<file path="src/sv/ckab_pkg.sv">
// Shared types and constants for the chroma key alpha blend block.
// Used by every module of the block; depends on nothing else.
package ckab_pkg;

    localparam int unsigned CHAN_W = 8;
    localparam int unsigned COLOR_W = 3 * CHAN_W;
    localparam int unsigned CFG_IDX_W = 3;
    localparam int unsigned CFG_DATA_W = COLOR_W;
    localparam int unsigned S_TDATA_W = 8 * CHAN_W;
    localparam int unsigned M_TDATA_W = 4 * CHAN_W;
    localparam int unsigned M_TUSER_W = 2;

    localparam logic [CHAN_W-1:0] OPAQUE = 8'hff;

    typedef enum logic [CFG_IDX_W-1:0] {
        REG_KEY_LO        = 3'd0,
        REG_KEY_HI        = 3'd1,
        REG_MASK_RGB      = 3'd2,
        REG_WT_INSIDE     = 3'd3,
        REG_WT_OUTSIDE    = 3'd4,
        REG_SRC_HAS_ALPHA = 3'd5,
        REG_DST_HAS_ALPHA = 3'd6
    } t_reg_idx;

    typedef struct packed {
        logic [COLOR_W-1:0] key_lo;
        logic [COLOR_W-1:0] key_hi;
        logic [COLOR_W-1:0] mask_rgb;
        logic [CHAN_W-1:0]  wt_inside;
        logic [CHAN_W-1:0]  wt_outside;
        logic               src_has_alpha;
        logic               dst_has_alpha;
    } t_cfg;

    // Field order matches the input beat, last member in the lowest bits.
    typedef struct packed {
        logic [CHAN_W-1:0] dst_alpha;
        logic [CHAN_W-1:0] dst_blue;
        logic [CHAN_W-1:0] dst_green;
        logic [CHAN_W-1:0] dst_red;
        logic [CHAN_W-1:0] src_alpha;
        logic [CHAN_W-1:0] src_blue;
        logic [CHAN_W-1:0] src_green;
        logic [CHAN_W-1:0] src_red;
    } t_pixel_pair;

    typedef struct packed {
        logic              in_key_range;
        logic              masked;
        logic [CHAN_W-1:0] out_alpha;
        logic [CHAN_W-1:0] out_blue;
        logic [CHAN_W-1:0] out_green;
        logic [CHAN_W-1:0] out_red;
    } t_result;

    // True when a channel lies inside its low/high key bounds.
    function automatic logic in_band(input logic [CHAN_W-1:0] v,
                                     input logic [CHAN_W-1:0] lo,
                                     input logic [CHAN_W-1:0] hi);
        in_band = (lo <= v) && (v <= hi);
    endfunction

endpackage

</file>
<file path="src/sv/ckab_cfg.sv">
// Configuration register file for the chroma key alpha blend block.
// Depends on ckab_pkg for the register index codes and the t_cfg struct.
module ckab_cfg (
    input  logic                           i_clk,
    input  logic                           i_rst_n,
    input  logic                           i_cfg_valid,
    input  logic [ckab_pkg::CFG_IDX_W-1:0] i_cfg_index,
    input  logic [ckab_pkg::CFG_DATA_W-1:0] i_cfg_data,
    output ckab_pkg::t_cfg                 o_cfg
);
    import ckab_pkg::*;

    t_cfg r_cfg;
    t_cfg n_cfg;

    always_comb begin
        n_cfg = r_cfg;
        if (i_cfg_valid) begin
            case (t_reg_idx'(i_cfg_index))
                REG_KEY_LO:        n_cfg.key_lo        = i_cfg_data[COLOR_W-1:0];
                REG_KEY_HI:        n_cfg.key_hi        = i_cfg_data[COLOR_W-1:0];
                REG_MASK_RGB:      n_cfg.mask_rgb      = i_cfg_data[COLOR_W-1:0];
                REG_WT_INSIDE:     n_cfg.wt_inside     = i_cfg_data[CHAN_W-1:0];
                REG_WT_OUTSIDE:    n_cfg.wt_outside    = i_cfg_data[CHAN_W-1:0];
                REG_SRC_HAS_ALPHA: n_cfg.src_has_alpha = i_cfg_data[0];
                REG_DST_HAS_ALPHA: n_cfg.dst_has_alpha = i_cfg_data[0];
                default:           n_cfg = r_cfg;
            endcase
        end
    end

    always_ff @(posedge i_clk) begin
        if (!i_rst_n) begin
            r_cfg.key_lo        <= '0;
            r_cfg.key_hi        <= '1;
            r_cfg.mask_rgb      <= '0;
            r_cfg.wt_inside     <= OPAQUE;
            r_cfg.wt_outside    <= OPAQUE;
            r_cfg.src_has_alpha <= 1'b0;
            r_cfg.dst_has_alpha <= 1'b0;
        end else begin
            r_cfg <= n_cfg;
        end
    end

    assign o_cfg = r_cfg;

endmodule

</file>
<file path="src/sv/ckab_mix.sv">
// One channel of the blend: dst + w*(src-dst)/256, quotient truncated toward zero.
// Depends on ckab_pkg for the channel width.
module ckab_mix (
    input  logic [ckab_pkg::CHAN_W-1:0] i_dst,
    input  logic [ckab_pkg::CHAN_W-1:0] i_src,
    input  logic [ckab_pkg::CHAN_W-1:0] i_weight,
    output logic [ckab_pkg::CHAN_W-1:0] o_mix
);
    import ckab_pkg::*;

    logic signed [CHAN_W:0]       diff;
    logic signed [2*CHAN_W+1:0]   prod;
    logic signed [2*CHAN_W+1:0]   biased;
    logic signed [CHAN_W+1:0]     step;

    always_comb begin
        diff = $signed({1'b0, i_src}) - $signed({1'b0, i_dst});
        prod = $signed({1'b0, i_weight}) * diff;
        // A negative product needs a bias of 255 so the shift rounds toward zero.
        biased = prod[2*CHAN_W+1] ? prod + (2*CHAN_W+2)'(OPAQUE) : prod;
        step = (CHAN_W+2)'(biased >>> CHAN_W);
        o_mix = i_dst + step[CHAN_W-1:0];
    end

endmodule

</file>
<file path="src/sv/ckab_core.sv">
// Per-pixel datapath: mask match, chroma range test, weight pick and four blends.
// Depends on ckab_pkg and instantiates ckab_mix once per channel.
module ckab_core (
    input  ckab_pkg::t_cfg        i_cfg,
    input  ckab_pkg::t_pixel_pair i_pix,
    output ckab_pkg::t_result     o_res
);
    import ckab_pkg::*;

    logic [COLOR_W-1:0] src_rgb;
    logic               hit_mask;
    logic               keyed;
    logic [CHAN_W-1:0]  weight;
    logic [CHAN_W-1:0]  alpha_src;
    logic [CHAN_W-1:0]  mix_r;
    logic [CHAN_W-1:0]  mix_g;
    logic [CHAN_W-1:0]  mix_b;
    logic [CHAN_W-1:0]  mix_a;

    assign src_rgb  = {i_pix.src_red, i_pix.src_green, i_pix.src_blue};
    assign hit_mask = (i_cfg.mask_rgb != '0) && (src_rgb == i_cfg.mask_rgb);
    assign keyed =
        in_band(i_pix.src_red,   i_cfg.key_lo[23:16], i_cfg.key_hi[23:16]) &&
        in_band(i_pix.src_green, i_cfg.key_lo[15:8],  i_cfg.key_hi[15:8])  &&
        in_band(i_pix.src_blue,  i_cfg.key_lo[7:0],   i_cfg.key_hi[7:0]);
    assign weight    = keyed ? i_cfg.wt_inside : i_cfg.wt_outside;
    assign alpha_src = i_cfg.src_has_alpha ? i_pix.src_alpha : OPAQUE;

    ckab_mix u_mix_r (.i_dst(i_pix.dst_red),   .i_src(i_pix.src_red),
                      .i_weight(weight), .o_mix(mix_r));
    ckab_mix u_mix_g (.i_dst(i_pix.dst_green), .i_src(i_pix.src_green),
                      .i_weight(weight), .o_mix(mix_g));
    ckab_mix u_mix_b (.i_dst(i_pix.dst_blue),  .i_src(i_pix.src_blue),
                      .i_weight(weight), .o_mix(mix_b));
    ckab_mix u_mix_a (.i_dst(i_pix.dst_alpha), .i_src(alpha_src),
                      .i_weight(weight), .o_mix(mix_a));

    always_comb begin
        o_res.masked       = hit_mask;
        o_res.in_key_range = keyed;
        o_res.out_red      = hit_mask ? i_pix.dst_red   : mix_r;
        o_res.out_green    = hit_mask ? i_pix.dst_green : mix_g;
        o_res.out_blue     = hit_mask ? i_pix.dst_blue  : mix_b;
        o_res.out_alpha    = (hit_mask || !i_cfg.dst_has_alpha) ? i_pix.dst_alpha : mix_a;
    end

endmodule

</file>
<file path="src/sv/chroma_key_alpha_blend.sv">
// Top level of the chroma key alpha blend block: stream ports, config port, pipeline.
// Depends on ckab_pkg and instantiates ckab_cfg and ckab_core.
//
// The block blends a stream of source pixels into the matching destination
// pixels, one pixel pair per input beat and one result per output beat. It
// sustains one pixel per clock while the output is not stalled: a beat taken
// on the slave side lands in an input register, the blend runs between that
// register and the output register, and the result is offered on the master
// side from the output register. A new beat can still be taken while a
// finished result waits for the downstream side, as long as the input
// register is empty; ready back-pressure travels through the two stages in
// the same cycle. Configuration writes are always accepted (o_cfg_ready is
// tied high) and should only be issued while no pixel is in flight, since
// the datapath reads the registers live. Writes to index 7 are ignored.
module chroma_key_alpha_blend (
    input  logic                            i_clk,
    input  logic                            i_rst_n,
    // Input beat, tdata from bit 0 up: src_red, src_green, src_blue, src_alpha,
    // dst_red, dst_green, dst_blue, dst_alpha (8 bits each).
    input  logic                            s_tvalid,
    output logic                            s_tready,
    input  logic [ckab_pkg::S_TDATA_W-1:0]  s_tdata,
    // Result beat, tdata from bit 0 up: out_red, out_green, out_blue, out_alpha.
    output logic                            m_tvalid,
    input  logic                            m_tready,
    output logic [ckab_pkg::M_TDATA_W-1:0]  m_tdata,
    // tuser from bit 0 up: masked, in_key_range.
    output logic [ckab_pkg::M_TUSER_W-1:0]  m_tuser,
    // Configuration write channel.
    input  logic                            i_cfg_valid,
    output logic                            o_cfg_ready,
    input  logic [ckab_pkg::CFG_IDX_W-1:0]  i_cfg_index,
    input  logic [ckab_pkg::CFG_DATA_W-1:0] i_cfg_data
);
    import ckab_pkg::*;

    t_cfg        cfg;
    t_pixel_pair r_pix;
    logic        r_pix_valid;
    t_result     core_res;
    t_result     r_res;
    logic        r_res_valid;
    logic        res_ready;
    logic        pix_ready;

    // The config register file never stalls a write.
    assign o_cfg_ready = 1'b1;

    ckab_cfg u_cfg (
        .i_clk       (i_clk),
        .i_rst_n     (i_rst_n),
        .i_cfg_valid (i_cfg_valid),
        .i_cfg_index (i_cfg_index),
        .i_cfg_data  (i_cfg_data),
        .o_cfg       (cfg)
    );

    // Each stage may load when it is empty or when the stage after it moves on.
    assign res_ready = !r_res_valid || m_tready;
    assign pix_ready = !r_pix_valid || res_ready;
    assign s_tready  = pix_ready;

    always_ff @(posedge i_clk) begin
        if (!i_rst_n) begin
            r_pix_valid <= 1'b0;
            r_res_valid <= 1'b0;
        end else begin
            if (pix_ready) begin
                r_pix_valid <= s_tvalid;
            end
            if (res_ready) begin
                r_res_valid <= r_pix_valid;
            end
        end
    end

    // Payload registers load only with a beat behind them; no reset needed.
    always_ff @(posedge i_clk) begin
        if (s_tvalid && pix_ready) begin
            r_pix <= t_pixel_pair'(s_tdata);
        end
        if (r_pix_valid && res_ready) begin
            r_res <= core_res;
        end
    end

    ckab_core u_core (
        .i_cfg (cfg),
        .i_pix (r_pix),
        .o_res (core_res)
    );

    assign m_tvalid = r_res_valid;
    assign m_tdata  = {r_res.out_alpha, r_res.out_blue, r_res.out_green, r_res.out_red};
    assign m_tuser  = {r_res.in_key_range, r_res.masked};

endmodule

</file>
<file path="config.mk">
export PLATFORM = sky130hd
export DESIGN_NAME = chroma_key_alpha_blend
export DESIGN_NICKNAME = d
export VERILOG_FILES = /design/src/sv/ckab_pkg.sv /design/src/sv/ckab_cfg.sv /design/src/sv/ckab_mix.sv /design/src/sv/ckab_core.sv /design/src/sv/chroma_key_alpha_blend.sv
export SDC_FILE = /design/constraint.sdc
export NUM_CORES = 1
export LEC_CHECK = 0
export ABC_AREA = 1
export BUFFER_PORTS_ARGS = -buffer_cell sky130_fd_sc_hd__buf_4
export CORE_ASPECT_RATIO = 1.4
export CORE_UTILIZATION = 50
export CTS_BUF_LIST = sky130_fd_sc_hd__clkbuf_4
export DETAILED_ROUTE_END_ITERATION = 8
export PLACE_DENSITY = 0.68
export SLEW_MARGIN = 20
export SYNTH_ARGS = -nofsm -noshare
export SYNTH_HDL_FRONTEND = slang
export SYNTH_SLANG_ARGS = --single-unit
</file>
<file path="constraint.sdc">
create_clock -name i_clk -period 10.8 [get_ports i_clk]
set_input_delay 2.7 -clock i_clk [delete_from_list [all_inputs] [get_ports i_clk]]
set_output_delay 2.7 -clock i_clk [all_outputs]
set_load 0.005 [all_outputs]
</file>
# Word-level counts from Yosys, hierarchy flattened
# Cells that the tools add are included.
# totals
regBits	190
output_inout_bits	37
# classes
n_addsub	12
n_mul	4
magnitude_cmp	6
eq_ne	7
muxes	10
reduce_logical	23
# ops
cell	count
$mul 9x9->18	4
$add 16x8->16 const B	4
$mux 16	4
$le 8x8->1	6
$mux 8	6
$sub 8x8->9	4
$add 8x8->8	4
$eq 24x24->1	1
$reduce_bool 24->1	1
$reduce_and 2->1	7
$eq 3x3->1 const B	3
$logic_and 1x1->1	8
$eq 3x2->1 const B	2
$eq 3x1->1 const B	1
$logic_not 1->1	3
$logic_not 3->1	1
$logic_or 1x1->1	3

# Depth between registers and ports, before layout
# Gate-level depths: netlist (run 1).
# logic_depth
word_depth	10
mapped_depth	56

# By module
# Synthesis (run 1) repeated with hierarchy kept, for this count alone.
# hier_totals
cells_unflattened	3085
area_unflattened_um2	22866.9
# modules_own_cells
module	n_inst	cells_per_inst	area_per_inst_um2	seq_area_each_um2
ckab_mix (u_core.u_mix_a ...)	2	501	3457.1	0.0
ckab_mix (u_core.u_mix_r)	1	518	3545.9	0.0
ckab_mix (u_core.u_mix_g)	1	520	3537.1	0.0
ckab_cfg	1	485	3477.1	1801.7
chroma_key_alpha_blend	1	113	3049.2	2982.9
ckab_core	1	447	2343.5	0.0

# Least setup slack after synthesis (run 1)
# Ideal clock, no wire load.
# synth_path
kind	reg2reg
from	reg r_pix[16] in the netlist's numbering
to	reg r_res (netlist bit m_tdata[23]), data pin
arrival_ns	7.541
t_required_ns	10.547
path_slack_ns	3.006
path_stages_with_launch	48
path_buffers	0
period_less_slack_ns	7.794
cell_sequence	edfxtp_1 -> inv_1 -> ha_1 -> inv_1 -> fa_1 -> a21oi_1 -> o21bai_1 -> a21oi_1 -> nor2_1 -> nor2_1 -> nor2_1 -> nor2_1 -> nor2_1 -> nor2_1 -> nand2_1 -> fa_1 -> fa_1 -> inv_1 -> (+12 left out) -> nand2_1 -> inv_1 -> o21ai_1 -> nand2_1 -> nand2_1 -> nand2_1 -> nand3_1 -> nor2_1 -> o21ai_0 -> inv_1 -> ha_1 -> a21o_1 -> a31oi_1 -> o221ai_1 -> xor2_1 -> nand3b_1 -> nand4_1 -> nand2_1
# synth_lines
item	line	rtl
start, declared	chroma_key_alpha_blend.sv:38	t_pixel_pair r_pix;
start signal, assigned	chroma_key_alpha_blend.sv:80	r_pix <= t_pixel_pair'(s_tdata);
end signal, assigned	chroma_key_alpha_blend.sv:83	r_res <= core_res;
end, declared	chroma_key_alpha_blend.sv:41	t_result r_res;

==> results of run 1 <==
-- sequential cells by signal, summed over array words and instances, names as in the netlist --
register     flops
u_cfg.o_cfg     90
r_pix           64
m_tdata         32
m_tuser          2
m_tvalid         1
r_pix_valid      1
-- through the flow --
stage                     hold WS, ns  setup slack (ns)  util (%)
after global routing            0.514             0.452      54.9
after global placement          0.441              1.60      54.3
after detailed placement        0.440              1.26      54.3
final                           0.480              1.25      54.9
after floorplan                 0.421              3.01         -
after CTS                       0.477              1.27      54.9
-- Yosys cell counts (all sizes together), types with 25 or more instances --
master	number
buf	26
edfxtp	98
dfxtp	92
inv	477
xnor2	45
nand4	29
fa	180
xor2	68
clkbuf	25
or2	27
ha	324
a21oi	98
nor2	365
o21ai	102
nand2	444
nand3	77
-- tightest hold or removal path: stages (launching register included) --
cell and delay (ns):
dfxtp_1 0.36, nand2_1 0.06, nand3_1 0.05
-- cell families (layout without fill, tap and decap cells) --
logic type	after synthesis	after routing	synth area share (%)
other	1	2	0.0176
AOI/OAI and AO/OA	268	268	7.59
buffers and inverters	532	659	9.60
xor gates and xnor gates	113	113	4.82
DFF	190	190	22.5
and+or+nand+nor	984	984	19.5
adders and majority gates	504	504	36.0
-- how the worst max path moves through the flow --
stage | end | slack (ns)
floorplan | m_tdata[23] | 3.01
global placement | m_tdata[23] | 1.60
detailed placement | m_tdata[23] | 1.26
CTS | m_tdata[23] | 1.27
global route | m_tdata[23] | 0.45
finish | m_tdata[23] | 1.25
-- placed cells by master, fill, tap and decap left out, types with 19 or more instances in the layout --
cell type,count
edfxtp_1,98
ha_1,324
fa_1,180
xnor2_1,45
inv_1,460
xor2_1,63
nand4_1,29
dfxtp_1,92
nand3_1,73
o21ai_0,85
a21oi_1,91
buf_4,146
o21bai_1,19
o211ai_1,24
nand2_1,434
or2_2,22
nor2_1,356
-- area by class of cell --
type	count	area (µm²)	share of cell area (%)
multi-input cells	1870	14500	62.6
flip-flops and latches	190	4780	20.7
inverters	481	1810	7.83
repair buffers	146	1100	4.74
well taps	546	683	2.95
clock buffers	18	135	0.584
clock inverters	14	130	0.563
diodes	1	2.50	0.0108
-- metal layers --
| layer | share of wire (%) | routed length [µm] |
|---|---|---|
| met1 | 40 | 21400 |
| met2 | 53 | 28400 |
| met3 | 3.2 | 1710 |
| met4 | 4.6 | 2510 |
| met5 | 0 | 0 |
==> metrics.yaml, run 1 <==
core.rowCount: 89
dp_cells: 3233
hpwl_mm: 44.1
drt_iter0_drc: 795
post_cts_buffers: 0
required_ns: 11.28
cts_resized: 0
worstHoldPathType: "flop to flop"
nFillCells: 3880
relSlewSlack_pct: 31.8
hold_viol_final: 0
min_period_ns: 9.55
tritoncts: "built"
drtPass1Iterations: 7
r2r_end: "m_tdata[23]"
setup_viol: 0
clkSlewWorstSetupHoldPaths_ns: 0.17
cpLargestDelayFamily: "adder cells"
ctsHoldBuffers: 0
rsz0062_at_grt: "no"
cp.depth: 50
crit_slowest_cell: "o21ai_2"
grt_pass1_wl_mm: 87.3
reg2reg_slack_ns: 1.25
status: "complete, no violations"
syn_area_mm2: 0.0213
fin_nets: 3306
grt_max_degree: 89
min_to: "u_cfg.o_cfg[17]"
pin_count: 133
die_w_um: 176
num_vias: 17300
slowest_delay_ns: 0.79
cts_buffer_depth: 2
cp_max_fo: 21
critPathMostFrequentCell: "nand2_1"
period_share_pct: 88.4
clock.fmax_mhz: 105
placed_area_mm2: 0.0229
skew_ns: 0.0312
yosysTopAreaCell: "ha_1"
ys_types: 57
area_growth_pct: 8.61
hold_start: "u_cfg.o_cfg[17]"
die-area_mm2: 0.0434
post_drt_via_cell_ratio: 5.30
reg2reg_from: "r_pix[17]"
syn_avg_cell_area_um2: 8.21
clock_sinks: 190
grt_remaining_overflow: 0
yosysWarnings: 0
root_buffer: "clkbuf_4"
antenna_found_initial: 1
critical_path.startpoint: "r_pix[17]"
coreArea_mm2: 0.0421
tns_ns: 0
maxCapViolations: 0
ys_seq_elements: 190
grt_use_met3_pct: 2.67
place_congestion: 0.934
met2_usage_pct: 48.6
drc_errors: 0
initial_core_util_pct: 50.6
end_kind: "flop"
clk-insertion-delay-late_ns: 0.70
grt.total_usage_pct: 26.0
fin_area_mm2: 0.0231
numCtsBuffers: 17
worstSetupStartpointType: "flop"
crit_arrival_ns: 10.03
yosys_most_used_dff: "edfxtp_1"
rr_worst_depth: 50
fin_cells: 3266
ys_seq_area_share_pct: 22.5
synth_edf_count: 98
antenna_left: 0
grt_pass1_vias: 17900
worst_slew_pin_slew_ns: 1.02
path_class: "flop to flop"
drive_gt1_share_pct: 9.71
finalWirelength_mm: 54.0
globalRoute.busiestLayer: "met2"
port_buffers: 131
netlist_top_cells_area: "ha_1, fa_1, edfxtp_1"
cts_max_level: 4
path_buf_inv: 9
synth_top_area_share_pct: 19.0
wl_per_cell_um: 16.5
syn-instance-count: 2592
synth_nets: 3192
slew_viol_final: 0
fp.dieH_um: 246
hold_depth: 2
async_flop_share_pct: 0
grt_use_met1_pct: 28.6
Power of run 1 is not shown: default switching activity piles up to over one toggle a cycle in this logic, so the estimate is an artifact.
==> run 2, diff against run 1 <==
CORE_MARGIN = 2   (was not set)
CTS_BUF_LIST = not set   (was sky130_fd_sc_hd__clkbuf_4)
==> run 2 against run 1 <==
Against the previous run: non-clock buffer count decreased by 1; first-iteration DRC count grew 2.9%; critical path depth decreased by 2; clock skew down 0.012 ns; worst hold slack worse by 0.017 ns; wire length increased by 0.67%; core utilization up 0.80 points; global-route usage shrank 0.55 points; clock-buffer cell count fell by 1; cell count about the same.
==> metrics.yaml, run 2 (synthesized netlist as in run 1, its figures left out) <==
worstHoldPathType: "flop to flop"
mostFrequentLayoutCells: "inv_1, nand2_1, nor2_1"
path_class: "flop to flop"
area_growth_pct: 10.2
place_congestion: 0.907  # -2.9%
cts_buffer_depth: 2  # unchanged
status: "complete, no violations"
die_w_um: 178  # +1.1%
relSlewSlack_pct: 36.1  # +4.3 points
crit_slowest_cell: "o21ai_1"
hold_viol_final: 0  # unchanged
final_common_cell: "inv_1"
port_buffers: 131  # unchanged
clk-insertion-delay-late_ns: 0.47  # -0.23 ns
cts_max_level: 4  # unchanged
tritoncts: "built"
grt_pass1_wl_mm: 88.1  # +0.92%
cts_resized: 0  # unchanged
ctsHoldBuffers: 0  # unchanged
worstSetupStartpointType: "flop"
pin_count: 133  # unchanged
numCtsBuffers: 17  # unchanged
maxCapViolations: 0  # unchanged
post_drt_via_cell_ratio: 5.28  # -0.49%
fin_nets: 3305  # -0.030%
core.rowCount: 89  # unchanged
drtPass1Iterations: 5  # -2
drive_gt1_share_pct: 9.71  # about the same
root_buffer: "clkbuf_16"
drt_iter0_drc: 818  # +2.9%
antenna_left: 0  # unchanged
end_kind: "flop"
clock_sinks: 190  # unchanged
timing.final.ws_setup_ns: 1.20  # -0.0545 ns
min_period_ns: 9.60  # +0.0545 ns
die-area_mm2: 0.0443  # +2.0%
critPathMostFrequentCell: "nand2_1"
slew_viol_final: 0  # unchanged
finalWirelength_mm: 54.3  # +0.67%
tns_ns: 0  # unchanged
grt.total_usage_pct: 25.4  # -0.55 points
grt_remaining_overflow: 0  # unchanged
hpwl_mm: 44.6  # +1.3%
num_vias: 17200  # -0.55%
grt_pass1_vias: 18000  # +0.75%
clock.fmax_mhz: 104  # -0.57%
coreArea_mm2: 0.0421  # unchanged
n_antenna_cell: 0  # -1
slowest_delay_ns: 0.69  # -0.10 ns
post_cts_buffers: 0  # unchanged
grt_max_degree: 89  # unchanged
wl_per_cell_um: 16.6  # +0.73%
placed_area_mm2: 0.0228  # about the same
skew_ns: 0.0192  # -0.0120 ns
clkSlewWorstSetupHoldPaths_ns: 0.09  # -0.08 ns
rsz0062_at_grt: "no"
pre_cts_slack_ns: 1.27  # +0.0151 ns
cp_max_fo: 13  # -38%
fp.dieH_um: 248  # +0.81%
antenna_found_initial: 0  # -1
worst_slew_pin_slew_ns: 0.955  # -0.0680 ns
fin_area_mm2: 0.0235  # +1.4%
required_ns: 11.01  # -0.27 ns
setup_viol: 0  # unchanged
period_share_pct: 88.9  # +0.50 points
drc_errors: 0  # unchanged
initial_core_util_pct: 50.6  # unchanged
largest_reg_flops: 90  # unchanged
crit_arrival_ns: 9.82  # -0.21 ns
## run 2: path summary, 6_finish.rpt
check / start / depth (start not counted) / end / slack, ns
worst max-delay path: r_pix[7] / 48 / m_tdata[7] / 1.20
worst min-delay path: u_cfg.o_cfg[17] / 2 / u_cfg.o_cfg[17] / 0.46
worst max register to register: r_pix[7] / 48 / m_tdata[7] / 1.20
worst min register to register: u_cfg.o_cfg[17] / 2 / u_cfg.o_cfg[17] / 0.46
## run 2: worst max-delay path, delay by kind of cell (launching register included)
family	cells	cell delay, ns
adder cells (fa/ha/maj)	8	3.44
XOR/XNOR	2	0.39
AO/OA/AOI/OAI	7	1.59
buffers and inverters	9	1.30
AND/OR/NAND/NOR	22	2.12
flip-flops	1	0.46
## run 2: routing by layer
metal | share of wire [%] | track usage, % | up-vias
li1 | - | - | 8437
met5 | 0 | 0 | -
met2 | 54 | 48.0 | 362
met3 | 3.0 | 2.03 | 101
met1 | 40 | 29.0 | 8323
met4 | 3.7 | 11.1 | 0
## run 2: final cells by class
| cell class | instances | area [µm²] |
|---|---|---|
| inverter | 481 | 1810 |
| sequential | 190 | 4780 |
| fill | 3934 | 18600 |
| clock buffer | 17 | 425 |
| timing repair buffer | 145 | 1090 |
| clock inverter | 15 | 190 |
| tap | 546 | 683 |
| multi-input combinational | 1870 | 14500 |
## run 2: per-stage QoR
| stage | utilization, % | cells | hold WS, ns |
|---|---|---|---|
| after floorplan | - | 2592 | 0.421 |
| after global placement | 54.3 | 3232 | 0.436 |
| after detailed placement | 54.3 | 3232 | 0.442 |
| after CTS | 55.7 | 3264 | 0.462 |
| after global routing | 55.7 | 3264 | 0.485 |
| final | 55.7 | 3264 | 0.463 |
Power of run 2 is left out for the same reason.
==> run 3, diff against run 2 <==
PLACE_DENSITY = 0.7   (was 0.68)
==> run 3 against run 2 <==
Against the previous run: clock skew down 0.00099 ns; sequential share of layout area about the same; via count is 1.2% higher; critical path depth fell by 1.
==> metrics.yaml, run 3 (synthesized netlist as in run 1, its figures left out) <==
timing.final.ws_setup_ns: 1.37  # +0.176 ns
largest_reg_flops: 90  # unchanged
drive_gt1_share_pct: 9.57  # -0.15 points
area_growth_pct: 9.94
root_buffer: "clkbuf_16"
final_common_cell: "inv_1"
period_share_pct: 87.3  # -1.6 points
maxCapViolations: 0  # unchanged
drt_iter0_drc: 859  # +5.0%
path_class: "flop to flop"
multi_input_area_mm2: 0.0145  # about the same
grt_pass1_vias: 18100  # +0.51%
fp.dieH_um: 248  # unchanged
clk-insertion-delay-late_ns: 0.48  # about the same
cts_max_level: 4  # unchanged
crit_slowest_cell: "o21ai_2"
ctsHoldBuffers: 0  # unchanged
worstSetupStartpointType: "flop"
relSlewSlack_pct: 33.6  # -2.5 points
drc_errors: 0  # unchanged
antenna_found_initial: 0  # unchanged
required_ns: 11.04  # +0.03 ns
critical_path.startpoint: "r_pix[22]"
crit_arrival_ns: 9.67  # -0.15 ns
wl_per_cell_um: 16.8  # +0.84%
pre_cts_slack_ns: 1.37  # +0.0935 ns
num_vias: 17400  # +1.2%
clock_sinks: 190  # unchanged
reg2reg_from: "r_pix[22]"
cts_buffer_depth: 2  # unchanged
slew_viol_final: 0  # unchanged
antenna_left: 0  # unchanged
clock.fmax_mhz: 106  # +1.9%
pin_count: 133  # unchanged
met2_usage_pct: 47.7  # -0.27 points
port_buffers: 131  # unchanged
skew_ns: 0.0182  # -0.000989 ns
globalRoute.busiestLayer: "met2"
grt_use_met3_pct: 2.81  # +0.78 points
slowest_delay_ns: 0.75  # +0.06 ns
post_drt_via_cell_ratio: 5.34  # +1.2%
nFillCells: 3891  # -1.1%
hpwl_mm: 44.6  # about the same
hold_start: "u_cfg.o_cfg[17]"
critPathMostFrequentCell: "nand2_1"
tns_ns: 0  # unchanged
clkSlewWorstSetupHoldPaths_ns: 0.08  # about the same
min_period_ns: 9.43  # -0.176 ns
n_antenna_cell: 0  # unchanged
cp_max_fo: 21  # +8
cts_resized: 0  # unchanged
coreArea_mm2: 0.0421  # unchanged
worstHoldPathType: "flop to flop"
initial_core_util_pct: 50.6  # unchanged
post_cts_buffers: 0  # unchanged
mostFrequentLayoutCells: "inv_1, nand2_1, nor2_1"
die-area_mm2: 0.0443  # unchanged
end_kind: "flop"
grt_pass1_wl_mm: 88.5  # +0.49%
rsz0062_at_grt: "no"
die_w_um: 178  # unchanged
drtPass1Iterations: 5  # unchanged
fin_nets: 3305  # unchanged
status: "complete, no violations"
grt_max_degree: 89  # unchanged
tritoncts: "built"
place_congestion: 0.899  # -0.91%
finalWirelength_mm: 54.8  # +0.84%
grt_remaining_overflow: 0  # unchanged
ff_latch_area_mm2: 0.00478  # unchanged
numCtsBuffers: 17  # unchanged
worst_slew_pin_slew_ns: 0.990  # +0.0344 ns
setup_viol: 0  # unchanged
grt.total_usage_pct: 25.7  # +0.25 points
grt_use_met1_pct: 28.5  # -0.44 points
core.rowCount: 89  # unchanged
hold_viol_final: 0  # unchanged
[run 3: final cells by class]
cell class | instances | area share [%]
sequential | 190 | 20.4
clock inverter | 12 | 0.476
timing repair buffer | 145 | 4.65
tap | 546 | 2.92
inverter | 481 | 7.73
multi-input combinational | 1870 | 61.9
clock buffer | 20 | 1.91
[run 3: layer usage]
metal / share of wire (%) / vias to the layer above
met3: 3.9 / 142
met5: 0 / -
met1: 38 / 8380
met2: 53 / 467
met4: 4.9 / 0
li1: - / 8439
[run 3: path summary, 6_finish.rpt]
path / to / slack, ns / cells after the start
min reg2reg: u_cfg.o_cfg[17] / 0.46 / 2
max: m_tdata[23] / 1.37 / 47
min: u_cfg.o_cfg[17] / 0.46 / 2
max reg2reg: m_tdata[23] / 1.37 / 47
[run 3: stage by stage]
stage	hold WS, ns	util (%)	cells	area, µm²
5_1_grt	0.488	55.6	3264	23400
4_1_cts	0.468	55.6	3264	23400
3_5_place_dp	0.450	54.3	3232	22800
2_1_floorplan	0.421	-	2592	21300
6_report	0.464	55.6	3264	23400
3_3_place_gp	0.442	54.3	3232	22800
[run 3: worst max-delay path, delay by kind of cell, from the launching register on]
family / cells / cell delay [ns]
AND/OR/NAND/NOR: 23 / 2.09
AO/OA/AOI/OAI: 7 / 1.78
adder cells (fa/ha/maj): 8 / 3.54
XOR/XNOR: 1 / 0.18
flip-flops: 1 / 0.53
buffers and inverters: 8 / 1.05
Power of run 3 is left out for the same reason.
